`src/hw/rtl/sgms_pkg.sv`:
```
package sgms_pkg;

  // Phase codes as reported on the result channel
  typedef enum logic [3:0] {
    PH_SETTLE   = 4'd0,
    PH_CHECK    = 4'd1,
    PH_SETTLE2  = 4'd2,
    PH_HOMING   = 4'd3,
    PH_IDLE     = 4'd4,
    PH_RAMPUP   = 4'd5,
    PH_RAMPDOWN = 4'd6,
    PH_OPENING  = 4'd7,
    PH_HOLD     = 4'd8,
    PH_CLOSING  = 4'd9
  } phase_t;

  // Configuration register indexes
  typedef enum logic [2:0] {
    REG_JOG_DUTY     = 3'd0,
    REG_ACCEL_TICKS  = 3'd1,
    REG_DECEL_TICKS  = 3'd2,
    REG_HOLD_TICKS   = 3'd3,
    REG_SETTLE_TICKS = 3'd4
  } reg_idx_t;

  localparam int DUTY_W  = 7;
  localparam int TICK_W  = 16;
  localparam int CFG_IDX_W  = 3;
  localparam int CFG_DATA_W = 16;
  localparam int IN_TDATA_W  = 8;
  localparam int OUT_TDATA_W = 16;

  localparam logic [DUTY_W-1:0] DUTY_BASE = 7'd25;
  localparam logic [DUTY_W-1:0] DUTY_STEP = 7'd5;
  localparam logic [DUTY_W-1:0] DUTY_TOP  = 7'd50;
  localparam logic [DUTY_W-1:0] DUTY_FALL = 7'd40;
  localparam logic [DUTY_W-1:0] DUTY_MAX  = 7'd100;

  localparam logic [DUTY_W-1:0] JOG_DUTY_RST     = 7'd25;
  localparam logic [TICK_W-1:0] ACCEL_TICKS_RST  = 16'd400;
  localparam logic [TICK_W-1:0] DECEL_TICKS_RST  = 16'd300;
  localparam logic [TICK_W-1:0] HOLD_TICKS_RST   = 16'd10000;
  localparam logic [TICK_W-1:0] SETTLE_TICKS_RST = 16'd1000;

  typedef struct packed {
    logic [DUTY_W-1:0] jog_duty;
    logic [TICK_W-1:0] accel_step_ticks;
    logic [TICK_W-1:0] decel_step_ticks;
    logic [TICK_W-1:0] hold_open_ticks;
    logic [TICK_W-1:0] settle_ticks;
  } cfg_t;

  typedef struct packed {
    logic              drive_open;
    logic              drive_close;
    logic [DUTY_W-1:0] duty_percent;
    logic              buzzer_on;
    phase_t            phase_code;
  } result_t;

endpackage

```
`src/hw/rtl/sliding_gate_motor_sequencer_core.sv`:
```
// Channel | Direction | Handshake          | Payload
// in      | slave     | in_tvalid/tready   | in_tdata: sensor levels of one tick
// out     | master    | out_tvalid/tready  | out_tdata: drive, duty, buzzer, phase
// cfg     | slave     | cfg_valid/ready    | cfg_index, cfg_data (register write)
//
// One tick is taken per cycle while in_tready is high; its result is registered.
// The phase update is a single registered pass through sgms_seq.
// in_tready stays high unless the output register holds an untaken result.
// rst_n is synchronous: phase goes to first settle, counters clear and the
// registers load their defaults. cfg_ready is always high.
module sliding_gate_motor_sequencer_core (
  input  logic                                clk,
  input  logic                                rst_n,
  // [0] indoor_pressed, [1] terminal_reached, [2] home_reached, [7:3] zero
  input  logic [sgms_pkg::IN_TDATA_W-1:0]     in_tdata,
  input  logic                                in_tvalid,
  output logic                                in_tready,
  // [0] drive_open, [1] drive_close, [8:2] duty_percent, [9] buzzer_on,
  // [13:10] phase_code, [15:14] zero
  output logic [sgms_pkg::OUT_TDATA_W-1:0]    out_tdata,
  output logic                                out_tvalid,
  input  logic                                out_tready,
  input  logic                                cfg_valid,
  output logic                                cfg_ready,
  input  logic [sgms_pkg::CFG_IDX_W-1:0]      cfg_index,
  input  logic [sgms_pkg::CFG_DATA_W-1:0]     cfg_data
);
  import sgms_pkg::*;

  cfg_t    cfg;
  result_t result;
  result_t res_r;
  logic    out_valid_r, out_valid_nxt;
  logic    step_en;

  assign cfg_ready = 1'b1;
  assign in_tready = !out_valid_r || out_tready;
  assign step_en   = in_tvalid && in_tready;

  sgms_cfg_regs u_cfg (
    .clk      (clk),
    .rst_n    (rst_n),
    .wr_en    (cfg_valid),
    .wr_index (cfg_index),
    .wr_data  (cfg_data),
    .cfg      (cfg)
  );

  sgms_seq u_seq (
    .clk              (clk),
    .rst_n            (rst_n),
    .step_en          (step_en),
    .indoor_pressed   (in_tdata[0]),
    .terminal_reached (in_tdata[1]),
    .home_reached     (in_tdata[2]),
    .cfg              (cfg),
    .result           (result)
  );

  // Hold the result until the downstream side takes it
  always_comb begin
    out_valid_nxt = out_valid_r;
    if (step_en)         out_valid_nxt = 1'b1;
    else if (out_tready) out_valid_nxt = 1'b0;
  end

  always_ff @(posedge clk) begin
    if (!rst_n) out_valid_r <= 1'b0;
    else        out_valid_r <= out_valid_nxt;
  end

  always_ff @(posedge clk) begin
    if (step_en) res_r <= result;
  end

  assign out_tvalid = out_valid_r;
  assign out_tdata  = {2'b00, res_r.phase_code, res_r.buzzer_on, res_r.duty_percent,
                       res_r.drive_close, res_r.drive_open};

  // Never drive both directions
  a_one_dir: assert property (@(posedge clk) disable iff (!rst_n)
    out_valid_r |-> !(res_r.drive_open && res_r.drive_close))
    else $error("both drive directions enabled");

  // Buzzer only while homing
  a_buzz_homing: assert property (@(posedge clk) disable iff (!rst_n)
    (out_valid_r && res_r.buzzer_on) |-> (res_r.phase_code == PH_HOMING))
    else $error("buzzer outside homing");

  // Stopped motor reports zero duty
  a_stop_duty: assert property (@(posedge clk) disable iff (!rst_n)
    (out_valid_r && !res_r.drive_open && !res_r.drive_close)
      |-> (res_r.duty_percent == '0))
    else $error("nonzero duty while stopped");

  // A stalled result blocks the next tick
  a_stall_block: assert property (@(posedge clk) disable iff (!rst_n)
    (out_valid_r && !out_tready) |-> !step_en)
    else $error("tick accepted over a stalled result");

endmodule

```
`src/hw/rtl/sgms_cfg_regs.sv`:
```
module sgms_cfg_regs (
  input  logic                               clk,
  input  logic                               rst_n,
  input  logic                               wr_en,
  input  logic [sgms_pkg::CFG_IDX_W-1:0]     wr_index,
  input  logic [sgms_pkg::CFG_DATA_W-1:0]    wr_data,
  output sgms_pkg::cfg_t                     cfg
);
  import sgms_pkg::*;

  cfg_t cfg_r;
  cfg_t cfg_nxt;

  // Decode the write index; unknown indexes are dropped
  always_comb begin
    cfg_nxt = cfg_r;
    if (wr_en) begin
      case (reg_idx_t'(wr_index))
        REG_JOG_DUTY:     cfg_nxt.jog_duty         = wr_data[DUTY_W-1:0];
        REG_ACCEL_TICKS:  cfg_nxt.accel_step_ticks = wr_data[TICK_W-1:0];
        REG_DECEL_TICKS:  cfg_nxt.decel_step_ticks = wr_data[TICK_W-1:0];
        REG_HOLD_TICKS:   cfg_nxt.hold_open_ticks  = wr_data[TICK_W-1:0];
        REG_SETTLE_TICKS: cfg_nxt.settle_ticks     = wr_data[TICK_W-1:0];
        default:          cfg_nxt = cfg_r;
      endcase
    end
  end

  always_ff @(posedge clk) begin
    if (!rst_n) begin
      cfg_r.jog_duty         <= JOG_DUTY_RST;
      cfg_r.accel_step_ticks <= ACCEL_TICKS_RST;
      cfg_r.decel_step_ticks <= DECEL_TICKS_RST;
      cfg_r.hold_open_ticks  <= HOLD_TICKS_RST;
      cfg_r.settle_ticks     <= SETTLE_TICKS_RST;
    end else begin
      cfg_r <= cfg_nxt;
    end
  end

  assign cfg = cfg_r;

endmodule

```
`src/hw/rtl/sgms_seq.sv`:
```
module sgms_seq (
  input  logic               clk,
  input  logic               rst_n,
  input  logic               step_en,
  input  logic               indoor_pressed,
  input  logic               terminal_reached,
  input  logic               home_reached,
  input  sgms_pkg::cfg_t     cfg,
  output sgms_pkg::result_t  result
);
  import sgms_pkg::*;

  phase_t            phase_r, phase_nxt;
  logic [TICK_W-1:0] tick_r, tick_nxt;
  logic [DUTY_W-1:0] ramp_r, ramp_nxt;

  logic [TICK_W-1:0] tick_inc;
  logic [TICK_W-1:0] limit;
  logic              count_done;
  logic [DUTY_W:0]   ramp_up_sum;
  logic [DUTY_W-1:0] ramp_down_val;
  logic [DUTY_W-1:0] jog_sat;

  // Pick the tick limit of the current timed phase
  always_comb begin
    case (phase_r)
      PH_RAMPUP:   limit = cfg.accel_step_ticks;
      PH_RAMPDOWN: limit = cfg.decel_step_ticks;
      PH_HOLD:     limit = cfg.hold_open_ticks;
      default:     limit = cfg.settle_ticks;
    endcase
  end

  assign tick_inc      = tick_r + 1'b1;
  assign count_done    = (tick_inc >= limit);
  assign ramp_up_sum   = {1'b0, ramp_r} + {1'b0, DUTY_STEP};
  assign ramp_down_val = (ramp_r > DUTY_STEP) ? (ramp_r - DUTY_STEP) : '0;
  assign jog_sat       = (cfg.jog_duty > DUTY_MAX) ? DUTY_MAX : cfg.jog_duty;

  // Advance the phase by one tick
  always_comb begin
    phase_nxt = phase_r;
    tick_nxt  = tick_r;
    ramp_nxt  = ramp_r;
    case (phase_r)
      PH_SETTLE, PH_SETTLE2, PH_HOLD: begin
        tick_nxt = count_done ? '0 : tick_inc;
        if (count_done) begin
          case (phase_r)
            PH_SETTLE:  phase_nxt = PH_CHECK;
            PH_SETTLE2: phase_nxt = PH_HOMING;
            default:    phase_nxt = PH_CLOSING;
          endcase
        end
      end
      PH_CHECK: begin
        tick_nxt  = '0;
        phase_nxt = home_reached ? PH_IDLE : PH_SETTLE2;
      end
      PH_HOMING, PH_CLOSING: begin
        if (home_reached) phase_nxt = PH_IDLE;
      end
      PH_IDLE: begin
        if (indoor_pressed) begin
          phase_nxt = PH_RAMPUP;
          ramp_nxt  = DUTY_BASE;
          tick_nxt  = '0;
        end
      end
      PH_RAMPUP: begin
        tick_nxt = count_done ? '0 : tick_inc;
        if (count_done) begin
          if (ramp_up_sum >= {1'b0, DUTY_TOP}) begin
            ramp_nxt  = DUTY_FALL;
            phase_nxt = PH_RAMPDOWN;
          end else begin
            ramp_nxt = ramp_up_sum[DUTY_W-1:0];
          end
        end
      end
      PH_RAMPDOWN: begin
        tick_nxt = count_done ? '0 : tick_inc;
        if (count_done) begin
          if (ramp_down_val <= DUTY_BASE) begin
            ramp_nxt  = DUTY_BASE;
            phase_nxt = PH_OPENING;
          end else begin
            ramp_nxt = ramp_down_val;
          end
        end
      end
      PH_OPENING: begin
        if (terminal_reached) begin
          phase_nxt = PH_HOLD;
          tick_nxt  = '0;
        end
      end
      default: begin
        phase_nxt = PH_IDLE;
        tick_nxt  = '0;
      end
    endcase
  end

  // Drive outputs from the post-tick state
  always_comb begin
    result = '0;
    result.phase_code = phase_nxt;
    case (phase_nxt)
      PH_HOMING: begin
        result.drive_close  = 1'b1;
        result.duty_percent = jog_sat;
        result.buzzer_on    = 1'b1;
      end
      PH_RAMPUP, PH_RAMPDOWN, PH_OPENING: begin
        result.drive_open   = 1'b1;
        result.duty_percent = ramp_nxt;
      end
      PH_CLOSING: begin
        result.drive_close  = 1'b1;
        result.duty_percent = DUTY_BASE;
      end
      default: result.duty_percent = '0;
    endcase
  end

  always_ff @(posedge clk) begin
    if (!rst_n) begin
      phase_r <= PH_SETTLE;
      tick_r  <= '0;
      ramp_r  <= '0;
    end else if (step_en) begin
      phase_r <= phase_nxt;
      tick_r  <= tick_nxt;
      ramp_r  <= ramp_nxt;
    end
  end

  // Ramp duty stays inside the ramp band while the gate is driven open
  a_ramp_band: assert property (@(posedge clk) disable iff (!rst_n)
    (phase_r == PH_RAMPUP || phase_r == PH_RAMPDOWN || phase_r == PH_OPENING)
      |-> (ramp_r >= DUTY_BASE && ramp_r < DUTY_TOP))
    else $error("ramp duty out of band");

endmodule
```
`config.mk`:
```
export PLATFORM = sky130hd
export DESIGN_NAME = sliding_gate_motor_sequencer_core
export DESIGN_NICKNAME = d
export VERILOG_FILES = /design/src/hw/rtl/sgms_pkg.sv /design/src/hw/rtl/sliding_gate_motor_sequencer_core.sv /design/src/hw/rtl/sgms_cfg_regs.sv /design/src/hw/rtl/sgms_seq.sv
export SDC_FILE = /design/constraint.sdc
export NUM_CORES = 1
export LEC_CHECK = 0
export ABC_CLOCK_PERIOD_IN_PS = 4850
export BUFFER_PORTS_ARGS = -buffer_cell sky130_fd_sc_hd__buf_2
export CORE_ASPECT_RATIO = 1.2
export CORE_MARGIN = 4
export CORE_UTILIZATION = 45
export CTS_BUF_LIST = sky130_fd_sc_hd__clkbuf_4
export DETAILED_ROUTE_END_ITERATION = 6
export GPL_TIMING_DRIVEN = 0
export SLEW_MARGIN = 15
export SYNTH_ARGS = -nofsm -noshare
export SYNTH_HDL_FRONTEND = slang
export SYNTH_SLANG_ARGS = --single-unit
```
`constraint.sdc`:
```
create_clock -name clk -period 4.85 [get_ports clk]
set_input_delay 0.2425 -clock clk [delete_from_list [all_inputs] [get_ports clk]]
set_output_delay 0.2425 -clock clk [all_outputs]
set_load 0.02 [all_outputs]
```
# [After elaboration in Yosys (flattened, before gate mapping)]
# Cells that the tools add are included.
[totals] reg_bits=113 latchBits=0 mem_bits_rw=0 rom_bits=0 inputBits=32 mem_count=0
[classes] addsub=3 multipliers=0 n_div=0 magnitude_cmp=5 n_eq_ne=20 n_shift=0 n_mux=30 n_bitwise=1 n_reduce_logical=17
[ops] cell="16-bit case mux with 4 select lines" count=1
[ops] cell="7-bit two-way mux" count=7
[ops] cell="16-bit two-way mux" count=3
[ops] cell="16-bit case mux with 3 select lines" count=1
[ops] cell="7-bit case mux with 3 select lines" count=2
[ops] cell="4-bit two-way mux" count=8
[ops] cell="4-bit by 3-bit == test with 1-bit output (second input constant)" count=7
[ops] cell="4-bit case mux with 7 select lines" count=1
[ops] cell="16-bit by 1-bit adder with 16-bit output (second input constant)" count=1
[ops] cell="16-bit greater-or-equal comparator" count=1
[ops] cell="4-bit by 2-bit == test with 1-bit output (second input constant)" count=3
[ops] cell="4-bit == test (second input constant)" count=3
[ops] cell="2-bit AND reduction" count=5
[ops] cell="7-bit by 3-bit adder with 8-bit output (second input constant)" count=1
[ops] cell="8-bit by 6-bit greater-or-equal comparator with 1-bit output (second input constant)" count=1
[ops] cell="4-bit case mux with 2 select lines" count=1
[ops] cell="7-bit by 3-bit greater-than comparator with 1-bit output (second input constant)" count=1
[ops] cell="7-bit greater-than comparator (second input constant)" count=1
[ops] cell="7-bit by 5-bit less-or-equal comparator with 1-bit output (second input constant)" count=1
[ops] cell="7-bit by 3-bit subtractor with 7-bit output (second input constant)" count=1
[ops] cell="3-bit by 2-bit == test with 1-bit output (second input constant)" count=2
[ops] cell="3-bit OR reduction" count=2
[ops] cell="1-bit two-way mux" count=5
[ops] cell="5-bit OR reduction" count=1
[ops] cell="14 further kinds" count=16

# [Longest topological paths before layout]
# Gate-level depths: netlist of run 1.
[depth] depth_word=9 mapped_depth=18 ltp_nobuf=16

# [Cells and area by module]
# A second synthesis of run 1 with hierarchy kept.
[unflattened] hier_cells=718 area_unflattened_um2=6343.6
[by_module_without_submodules] module="sgms_seq" n_inst=1 cells_per_inst=429 area_each_um2=3093.0 seq_area_each_um2=540.5
[by_module_without_submodules] module="sgms_cfg_regs" n_inst=1 cells_per_inst=265 area_each_um2=2742.6 seq_area_each_um2=1421.4
[by_module_without_submodules] module="sliding_gate_motor_sequencer_core" n_inst=1 cells_per_inst=24 area_each_um2=508.0 seq_area_each_um2=440.4

# [Worst setup path before layout of run 1]
# OpenSTA, ideal clock, no wires.
[synth_path] kind="reg-to-reg" startpoint="register u_seq.phase_r[1]" endpoint="register res_r (netlist bit out_tdata[2]), data pin" t_arrival_ns=3.472 required_time_ns=4.593 setup_slack_ns=1.121 path_stages_with_launch=17 n_path_buf=2 path_cell_list="dfxtp_1 or3b_2 nor2_1 nor2b_1 clkbuf_1 nand2_1 nand2_1 ha_1 nand2b_1 a2111o_1 a311oi_4 and2_1 buf_4 o21ai_2 nand2_2 inv_2 a32o_1"
[synth_lines] item="start: declaration" line_no="sgms_seq.sv:13" text="phase_t phase_r, phase_nxt;"
[synth_lines] item="start signal: assignment" line_no="sgms_seq.sv:133" text="phase_r <= phase_nxt;"
[synth_lines] item="end signal: assignment" line_no="sliding_gate_motor_sequencer_core.sv:73" text="if (step_en) res_r <= result;"
[synth_lines] item="end: declaration" line_no="sliding_gate_motor_sequencer_core.sv:32" text="result_t res_r;"

==> metrics list, run 1 <==
* Share of post-route cells with drive strength above 1: 0.136
* Latest clock arrival within the worst-skew pair: roughly 560 ps
* Antenna violations before repair: 1
- The floorplan step set the die width to 116 um.
- Top library cells by usage in the layout, fill and taps aside: 175 x sky130_fd_sc_hd__nand2_1, 99 x sky130_fd_sc_hd__dfxtp_1, 61 x sky130_fd_sc_hd__a21boi_0, 47 x sky130_fd_sc_hd__buf_2, 35 x sky130_fd_sc_hd__nand3_1
- Of the total synthesized cell area, the portion taken by full adders, half adders and majority gates is 0.0400.
* Total global-route track usage: 0.253
- Setup repair after global routing left no endpoint under its margin.
- Post-CTS timing repair inserted 0 buffers for setup.
* TritonCTS clock tree: done
- Fmax: approximately 220 MHz
- For this design, the slowest cell found on the critical path is sky130_fd_sc_hd__or3b_2.
- STA classifies the critical path endpoint as a flip-flop.
- TritonCTS Sinks: roughly 110
* Maximum number of pins on one net before global-route repair: 24
- Clock-pin slew was measured on the worst setup and hold paths at between 100 and 150 ps.
- For this run, the detailed router's first-pass iteration total came to 5.
* Delay contributed by the slowest stage of the critical path: between 500 and 600 ps
* Antenna Violating Nets Remaining: 0
- Final setup viols: 0
* FF+latch area: ~2400 sq um
* Boundary pin count: 51
- Yosys attributes the largest share of cell area to sky130_fd_sc_hd__dfxtp_1 32%, sky130_fd_sc_hd__nand2_1 11%, sky130_fd_sc_hd__a21boi_0 7.3%.
- Number of library cell types mapped by synthesis: 79
- Of all nets on the critical path, the largest fanout is 10.
- The run finished with clean final reports.
* Number of port buffers: 41
* Synth async-reset ratio: 0
- DRC errors left: 0
- Total die area: 15900 sq um
- Together, buffers and inverters on the worst path number 2.
- Placed wire-length estimate after detailed placement: 14.3 mm
- After layout, the minimum clock period comes to between 4000 and 5000 ps.
- Setup total negative slack on the finished layout was measured at 0 ps.
* Vias/cell: 5.83
- Number of violations of the max-capacitance limit: 0
* Initial drt markers: 448
* Yosys warnings: 0
- Area of the mapped netlist: approximately 6300 sq um
- In this run the static leakage power is 2.74 nW.
- The via count of the first global-routing pass came to 5736.
- The worst pin sits at a relative slew slack of 0.354.
* FF+latch count, synth: 113
- CTS Buffer Depth: 2
- The final route contains 5919 vias.
- Max rail drop VDD: slightly below 200 uV
- Walking the worst path, the cells encountered are or3b_2 -> nor2_2 -> nor2b_1 -> clkbuf_1 -> a21boi_0 -> ha_1 -> a2111o_1 -> a311oi_4 -> and2_1 -> buf_4 -> o22ai_1 -> a32oi_1 -> o2bb2ai_1.
* # H-tree levels: 4
- For this configuration, the core starts out at a cell density of 0.467.
- Cell family contributing the most delay on the critical path: compound AO/OA/AOI/OAI gates
- Required time of the critical path: just over 5000 ps
- Critical Path Source Type: flip-flop
- Post-synthesis average cell area: 8.29 sq um
- Die Y: between 100 and 150 um
* Post-synthesis simple-gate area fraction: 0.233
* Post-Route Skew: roughly 17 ps
- Cell at the root of the clock tree: sky130_fd_sc_hd__clkbuf_4
* Synth Area in Compound Gates: 0.265
- The first global-routing pass estimated 30.5 mm of wire.
* Inserted Clock Buffers: 17
- The design draws between 1.5 and 2 mW.
* Startpoint-to-endpoint class of the critical path: flip-flop to flip-flop
- The setup check on the worst reg-to-reg path leaves a slack of around 230 ps.
- For this run the aggregate overflow at the end of global routing stands at 0.
- Area overhead of the layout relative to synthesis: 13.8%
- Area of the multi-input gates: 3570 sq um
- Multiplexer area fraction after synthesis: 0.00320
- Slew Viols, Final: 0
- Synthesized netlist cell count: between 700 and 800
* Placement Rows: 46
- Dividing the detail-routed wire length by the instance count gives between 15 and 20 um.
- Combinational family with the most area after synthesis: compound AO/OA/AOI/OAI gates
- Of the total synthesized cell area, the portion taken by XOR and XNOR cells is 0.0266.
- Nets: roughly 890
- RD Place Congestion: roughly 0.95
- Most common cell after layout, fill and taps aside: sky130_fd_sc_hd__nand2_1
* Least-Margin Pin Slew: about 970 ps
- In the synthesized netlist the dominant register cell turns out to be sky130_fd_sc_hd__dfxtp_1.
- Final period util: 0.953
- The filler cells instantiated in the layout total around 1300.
* Core outline area: 13400 sq um
* Data arrival time of the worst path: around 4900 ps
- Of the synthesized area, sequential elements account for 0.384.
- The final-report hold violation count was 0.
- Of the post-synthesis cell area, the dominant cell type holds 0.317.
- Type of the most critical hold path: input port to flip-flop
- Wires add up to 19.6 mm.
- Power density cells: about 280 nW/um^2
* EDFF count, synth: 14
- sky130_fd_sc_hd__dfxtp_1 takes more of the synthesized area than any other cell.
==> path summary, 6_finish.rpt <==
kind                                     end                     startpoint  cells after the start
setup / recovery      out_tdata[8]$_DFFE_PP_  u_seq.phase_r[1]$_SDFFE_PN0P_                     13
hold / removal    u_cfg.cfg[33]$_SDFFE_PN0P_                   cfg_index[0]                      4
setup reg to reg      out_tdata[8]$_DFFE_PP_  u_seq.phase_r[1]$_SDFFE_PN0P_                     13
hold reg to reg   u_cfg.cfg[44]$_SDFFE_PN0P_     u_cfg.cfg[44]$_SDFFE_PN0P_                      2
==> flip-flops by register name, indices dropped and copies added, names as in the netlist <==
register / count
u_seq.phase_r: 4
u_seq.ramp_r: 7
out_tvalid: 1
u_cfg.cfg: 71
out_tdata: 14
u_seq.tick_r: 16
==> timing repair <==
item | 4_1_cts | 5_1_grt
hold endpoints to repair | 70 | 0
setup endpoints to repair | 2 | 12
cloned | 0 | 0
gates resized for setup | 1 | 7
hold buffers | 18 | 0
==> metrics by stage <==
stage,setup WS [ps],instance area [sq um],utilization,instances,hold WS (ps)
5_1_grt,51.5,7120,0.531,1016,175
4_1_cts,48.0,7110,0.530,1015,133
6_report,229,7120,0.531,1016,169
2_1_floorplan,1120,6260,-,756,366
3_5_place_dp,-29.0,6680,0.498,965,449
3_3_place_gp,11.6,6680,0.498,965,441
==> cell families after synthesis <==
family                   after synthesis
multiplexers                           2
other                                  2
AO/OA/AOI/OAI                        215
buffers and inverters                 67
AND/OR/NAND/NOR                      317
adder cells (fa/ha/maj)               20
XOR/XNOR                              19
flip-flops                           113
==> where the power goes <==
| group | internal [mW] | switching, mW |
|---|---|---|
| Clock | 0.255 | 0.392 |
| Combinational | 0.122 | 0.212 |
| Sequential | 0.978 | 0.0210 |
==> cells in the mapped netlist (7+ instances only) <==
cell type,number
sky130_fd_sc_hd__inv_1,12
sky130_fd_sc_hd__a222oi_1,16
sky130_fd_sc_hd__dfxtp_1,99
sky130_fd_sc_hd__a22oi_1,15
sky130_fd_sc_hd__ha_1,20
sky130_fd_sc_hd__clkbuf_1,36
sky130_fd_sc_hd__nor3_1,7
sky130_fd_sc_hd__a21oi_1,18
sky130_fd_sc_hd__nor2b_1,23
sky130_fd_sc_hd__nor2_1,30
sky130_fd_sc_hd__a21boi_1,10
sky130_fd_sc_hd__nand2_1,175
sky130_fd_sc_hd__xnor2_1,11
sky130_fd_sc_hd__nand3_1,35
sky130_fd_sc_hd__xor2_1,8
sky130_fd_sc_hd__o21ai_1,8
sky130_fd_sc_hd__o21ai_0,24
sky130_fd_sc_hd__edfxtp_1,14
sky130_fd_sc_hd__a21boi_0,61
==> area by class of cell <==
cell class                      instances  share of cell area
Clock inverter                         14              0.0158
Buffer                                 51              0.0339
Inverter                               16             0.00844
Multi-Input combinational cell        576               0.501
Timing Repair Buffer                   59              0.0541
Sequential cell                       113               0.337
Tap cell                              168              0.0295
Clock buffer                           18              0.0190
Antenna cell                            1            0.000352
==> routing by layer <==
| metal | wire, um | up-vias | share of wire | global-route usage |
|---|---|---|---|---|
| li1 | - | 2865 | - | - |
| met1 | 7720 | 2768 | 0.39 | 0.289 |
| met2 | 9910 | 237 | 0.51 | 0.447 |
| met3 | 1060 | 49 | 0.054 | 0.0469 |
| met4 | 869 | 0 | 0.044 | 0.128 |
| met5 | 0 | - | 0 | 0 |
==> worst min-delay path, cell delays in order <==
cell and delay (ps):
sky130_fd_sc_hd__buf_2 140, sky130_fd_sc_hd__nor2_1 150, sky130_fd_sc_hd__nand2_1 100, sky130_fd_sc_hd__a21boi_0 60
No activity file was read; power rests on OpenSTA's default activity.
==> run 2: changes to the inputs <==
Settings changed: ABC_CLOCK_PERIOD_IN_PS 4850 to 5620, MAX_ROUTING_LAYER from default to met4.
Clock period 4.85 ns to 5.62 ns, I/O delays scaled along.
==> metrics list, run 2 (synthesized netlist as in run 1, its figures left out) <==
* Outcome: completed
* Number of violations of the max-capacitance limit: 0
- The register with the most flip-flops in the layout has 71 of them.
* Die Y: 137 um
- Internal Power: 1.18 mW
- Measured against its own limit, the worst slew margin works out to 0.345.
* Antenna Violating Nets Remaining: 0
- Sw Pwr: 574 uW
- Worst Reg-to-Reg Cells: 12
* Final period util: 0.884
* TritonCTS Sinks: 113
- The initial utilization of the core area, before any placement, comes to 0.467.
- For the pin with the worst max-slew slack, the measured transition is around 1000 ps.
* Vias/cell: 5.87
* Total global-route track usage: 0.259
- Part of the power in registers: 0.493
- STA classifies the critical path endpoint as a flip-flop.
* RD Place Congestion: 0.975
- Clock slew at the register clock pins of the worst setup and hold paths: around 130 ps
- The number of pins with negative max-slew slack in the final report came to 0.
* Placement Rows: 46
- The worst hold path belongs to the class input port to flip-flop.
* CTS Buffer Depth: 2
- Antenna violations before repair: 1
- The final layout contains routed wiring with a total length of 19.5 mm.
* Setup_tns: 0 ps
* Final hold violations: 0
- In this run the clock root is driven by a sky130_fd_sc_hd__clkbuf_4.
- Initial drt markers: 592
* Boundary pin count: 51
- Maximum number of pins on one net before global-route repair: 24
- The floorplan step defined a core boundary enclosing 13400 sq um.
- Setup repair after global routing left no endpoint under its margin.
- Core Util, Final: 0.524
- TritonCTS built the clock tree.
* Share of post-route cells with drive strength above 1: 0.134
- Total die area: 15900 sq um
- Number of port buffers: 41
- Across all layers, the routed design uses 5910 vias.
- From synthesis to final layout, the design area changed by 12.4%.
* R2r endpoint: out_tdata[6]$_DFFE_PP_
* Power density cells: 249 nW/um^2
* Data arrival time of the worst path: 5250 ps
- Timing would allow up to 201 MHz.
- Latest clock arrival within the worst-skew pair: ~530 ps
* Final critical path time including I/O delays and setup: 4970 ps
- Pre-antenna DRT Iters: 6
* R2R Setup Slk: 650 ps
- GRT Residual Overflow: 0
* Vias in the first global route: 5704
- In this run the number of H-tree levels came out at 4.
* Startpoint-to-endpoint class of the critical path: flip-flop to flip-flop
* Number of buffers added for setup after CTS: 0
* Delay contributed by the slowest stage of the critical path: 630 ps
* Required time of the critical path: roughly 5900 ps
- Leaving out fill and tap cells, the most frequent cell in the layout is sky130_fd_sc_hd__nand2_1.
* Sw frac: 0.328
- Gates resized during post-CTS repair numbered 0.
- The slowest stage of the critical path is the sky130_fd_sc_hd__nor2_1 cell.
* Inserted Clock Buffers: 17
- Leakage power of the design: around 2.7 nW
- Hold buffers post-CTS: 8
* DIE WIDTH: ~120 um
- Highest net fanout along the worst path: 10
* First-pass GRT wire length: 30.4 mm
- For this run, design rule violations remaining after detail routing come to 0.
- The most critical setup path has its startpoint at u_seq.phase_r[1]$_SDFFE_PN0P_.
- Dividing the detail-routed wire length by the instance count gives ~19 um.
- Endpoint of the most critical setup path: out_tdata[6]$_DFFE_PP_
* Final setup viols: 0
- Nets: 876
- Max rail drop VDD: around 130 uV
- Power share of the combinational group: 0.161
* Critical Path Source Type: flip-flop
- Top library cells by usage in the layout, fill and taps aside: 175 x sky130_fd_sc_hd__nand2_1, 99 x sky130_fd_sc_hd__dfxtp_1, 61 x sky130_fd_sc_hd__a21boi_0, 47 x sky130_fd_sc_hd__buf_2
- CP Cell Sequence: or3b_2 -> nor2_1 -> clkbuf_1 -> a222oi_1 -> a21boi_0 -> ha_1 -> nand4_1 -> nor3_1 -> a311oi_4 -> a21oi_1 -> o221ai_1 -> a22o_1
- Placed wire-length estimate after detailed placement: 14.4 mm
- Across the routed clock network, the largest skew measured is 23.7 ps.
- Startpoint of the lowest-slack register-to-register path: u_seq.phase_r[1]$_SDFFE_PN0P_
- Proportion of power drawn by the clock network: 0.347
==> run 2: cell count changes in the layout (fill, tap and decap cells not counted), sizes merged <==
cell,change
inv,+5
clkbuf,-1
clkinvlp,-4
dlygate4sd3,-10
==> run 2: cell type report <==
cell class,instances,area [sq um]
well taps,168,210
inverters,16,60.1
repair buffers,49,285
multi-input cells,576,3560
diodes,1,2.50
fillers,1350,6380
clock buffers,17,128
clock inverters,15,145
flip-flops and latches,113,2400
plain buffers,51,238
==> run 2: per-layer routing <==
| metal | track usage | part of all wire | vias to the layer above |
|---|---|---|---|
| met5 | - | 0 | - |
| met4 | 0.141 | 0.049 | 0 |
| met3 | 0.0517 | 0.054 | 55 |
| met2 | 0.435 | 0.50 | 213 |
| met1 | 0.288 | 0.40 | 2796 |
| li1 | - | - | 2846 |
==> run 2: worst min-delay path by stage <==
stage,from,endpoint,slack (ps),cells after the start
floorplan,cfg_data[4],u_cfg.cfg[20]$_SDFFE_PN1P_,400,2
global placement,u_cfg.cfg[42]$_SDFFE_PN0P_,u_cfg.cfg[42]$_SDFFE_PN0P_,440,2
detailed placement,u_cfg.cfg[44]$_SDFFE_PN0P_,u_cfg.cfg[44]$_SDFFE_PN0P_,450,2
CTS,cfg_data[9],u_cfg.cfg[25]$_SDFFE_PN1P_,0.4,3
global route,cfg_data[0],u_cfg.cfg[48]$_SDFFE_PN0P_,3,3
finish,cfg_data[9],u_cfg.cfg[25]$_SDFFE_PN1P_,30,3
==> run 2: stage by stage <==
stage / hold slack [ps] / area [sq um] / power (mW) / cells / worst slack (ps)
floorplan: 405 / 6260 / 1.06 / 756 / 1890
global placement: 440 / 6680 / 1.15 / 965 / 741
detailed placement: 449 / 6680 / 1.16 / 965 / 704
CTS: 0.373 / 7030 / 1.76 / 1005 / 669
global route: 2.64 / 7030 / 1.83 / 1006 / 428
finish: 34.8 / 7030 / 1.75 / 1006 / 651
==> run 2: power groups by stage <==
stage	Clock, mW	Sequential (mW)	Combinational, mW
after floorplan	0	0.885	0.174
after detailed placement	0	0.881	0.275
after global placement	0	0.880	0.272
after global routing	0.660	0.866	0.308
final	0.607	0.863	0.281
after CTS	0.617	0.863	0.280
==> run 2: worst max-delay path, delay by kind of cell, from the launching register on <==
family	cells	cell delay, ps
adders and majority gates	1	340
and+or+nand+nor	4	1620
buffers and inverters	1	560
AOI/OAI and AO/OA	6	1790
DFF	1	390
==> run 3: changes to the inputs <==
Settings changed: ABC_CLOCK_PERIOD_IN_PS 5620 to 6200.
Clock period 5.62 ns to 6.2 ns, I/O delays scaled along.
==> metrics list, run 3 (synthesized netlist as in run 1, its figures left out) <==
- The finished layout holds 998 standard cells, fillers aside.
- Least-Margin Pin Slew: between 900 and 1000 ps
- Top library cells by usage in the layout, fill and taps aside: 175 x sky130_fd_sc_hd__nand2_1, 99 x sky130_fd_sc_hd__dfxtp_1, 61 x sky130_fd_sc_hd__a21boi_0, 47 x sky130_fd_sc_hd__buf_2
* Relative slew slack: 0.350
- Type of the most critical hold path: input port to flip-flop
* Cell at the root of the clock tree: sky130_fd_sc_hd__clkbuf_4
- TritonCTS clock tree: done
* Die Y: 137 um
* Number of port buffers: 41
* Final hold violations: 0
* Fmax: 201 MHz
- Initial Util: 0.467
* Final period util: 0.803
- Vias/cell: approximately 5.9
- Required time of the critical path: roughly 6500 ps
- No sink is reached through more buffers than the 2 on the longest clock path.
- Slew Viols, Final: 0
- Number of buffers added for setup after CTS: 0
* Clock slew at the register clock pins of the worst setup and hold paths: 130 ps
- Placed wire-length estimate after detailed placement: 14.4 mm
- Total die area: 15900 sq um
- Placed cells: between 900 and 1000
- Hold repair after CTS inserted 0 buffers.
- For this run, design rule violations remaining after detail routing come to 0.
* Final setup viols: 0
* Setup_tns: 0 ps
* Sw Pwr: 520 uW
- Core Util, Final: 0.518
* Pre-antenna DRT Iters: 6
* Antenna Violating Nets Remaining: 0
- Power comes to 1.58 mW.
- STA classifies the critical path endpoint as a flip-flop.
- Power density cells: 228 nW/um^2
- Buffers inserted during clock tree synthesis total 17.
* Internal Power: 1.06 mW
- Setup repair after global routing missed its margin: no
- For the worst-skew pair, the clock arrives at the later sink with an insertion delay of 530 ps.
* DIE WIDTH: 116 um
- GRT Residual Overflow: 0
- The tightest hold path in the finished design has a slack of 37.7 ps.
* Count of buffering cells on the critical path with inverters included: 3
- Initial drt markers: a little under 600
* Via Count: 5884
* Boundary pin count: ~50
- Maximum number of pins on one net before global-route repair: 24
- CP Cell Sequence: or3b_2 -> nor2_1 -> nor2b_1 -> clkbuf_1 -> a21boi_0 -> ha_1 -> a2111o_1 -> a311oi_4 -> and2_1 -> buf_4 -> o21ai_2 -> nand2_2 -> inv_2 -> a32o_1
* RD Place Congestion: between 0.9 and 1
* Total global-route track usage: 0.258
* Max rail drop VDD: 121 uV
* Startpoint-to-endpoint class of the critical path: flip-flop to flip-flop
- CTS saw about 110 sinks.
- Largest register FFs: 71
- STA classifies the critical path startpoint as a flip-flop.
- Cell family contributing the most delay on the critical path: simple AND/OR/NAND/NOR gates
- The clock period could shrink to 4980 ps.
* Placement Rows: 46
- For the final database, setup skew stands at roughly 22 ps.
* R2R Setup Slk: 1220 ps
- The region available for standard cell placement spans between 10000 and 15000 sq um.
- The final layout contains routed wiring with a total length of approximately 20 mm.
- Antenna violations before repair: 1
* Proportion of power drawn by the clock network: 0.348
- The via count of the first global-routing pass is 5674.
* Nets: 868
* Outcome: completed
- Delay contributed by the slowest stage of the critical path: between 600 and 700 ps
- Of the total power, combinational logic draws 0.158.
* Number of inserted filler cells in the final layout: 1361
* Highest net fanout along the worst path: 10
- Compared with the post-synthesis result, the final layout area differs by 11.1%.
- After detailed routing, the average wire length per cell comes to 19.6 um.
- The slowest stage of the critical path belongs to the cell sky130_fd_sc_hd__nor2_1.
- Most common cell after layout, fill and taps aside: sky130_fd_sc_hd__nand2_1
- Of the total power, registers draw 0.494.
- Number of violations of the max-capacitance limit: 0
- Of the total power, the share spent switching nets is 0.329.
- Share of post-route cells with drive strength above 1: 0.135
- In this run, post-CTS repair resized a total of 0 instances.
- The analysis attributes to cell leakage a power of 2.67 nW.
- The first global-routing pass estimated around 30 mm of wire.
* # H-tree levels: 4
- STA puts the critical path data arrival time at 5260 ps.
## run 3: cell count changes in the layout (fill, tap and decap cells not counted)
cell and change:
sky130_fd_sc_hd__dlygate4sd3_1 -8
## run 3: tightest hold or removal path: cells and delay by family
kind / cells / cell delay [ps]
and+or+nand+nor: 2 / 110
buffers and inverters: 1 / 110
## run 3: layer usage
layer | share of wire | vias to the layer above | track usage
li1 | - | 2827 | -
met5 | 0 | - | -
met2 | 0.50 | 251 | 0.432
met4 | 0.049 | 0 | 0.141
met1 | 0.39 | 2750 | 0.288
met3 | 0.061 | 56 | 0.0517
## run 3: per-stage QoR
stage	instance area (sq um)	worst slack, ps
floorplan	6260	2470
global placement	6680	1320
detailed placement	6680	1280
CTS	6950	1250
global route	6950	1010
finish	6950	1220
## run 3: power groups by stage
| stage | Sequential, mW | Clock (mW) | Combinational [mW] |
|---|---|---|---|
| 2_1_floorplan | 0.802 | 0 | 0.158 |
| 3_3_place_gp | 0.798 | 0 | 0.247 |
| 3_5_place_dp | 0.799 | 0 | 0.249 |
| 4_1_cts | 0.782 | 0.559 | 0.250 |
| 5_1_grt | 0.785 | 0.598 | 0.275 |
| 6_report | 0.782 | 0.551 | 0.251 |
## run 3: final cells by class
| cell class | count | area, sq um | area share |
|---|---|---|---|
| diodes | 1 | 2.50 | 0.000360 |
| clock inverters | 15 | 145 | 0.0209 |
| multi-input cells | 576 | 3560 | 0.512 |
| inverters | 16 | 60.1 | 0.00864 |
| clock buffers | 17 | 128 | 0.0184 |
| flip-flops and latches | 113 | 2400 | 0.346 |
| repair buffers | 41 | 205 | 0.0295 |
| plain buffers | 51 | 238 | 0.0342 |
| well taps | 168 | 210 | 0.0302 |
## run 3: final timing paths
kind,endpoint,start,cells past startpoint
hold / removal,u_cfg.cfg[7]$_SDFFE_PN1P_,cfg_data[7],3
setup reg to reg,out_tdata[2]$_DFFE_PP_,u_seq.phase_r[1]$_SDFFE_PN0P_,14
setup / recovery,out_tdata[2]$_DFFE_PP_,u_seq.phase_r[1]$_SDFFE_PN0P_,14
hold reg to reg,u_cfg.cfg[44]$_SDFFE_PN0P_,u_cfg.cfg[44]$_SDFFE_PN0P_,2
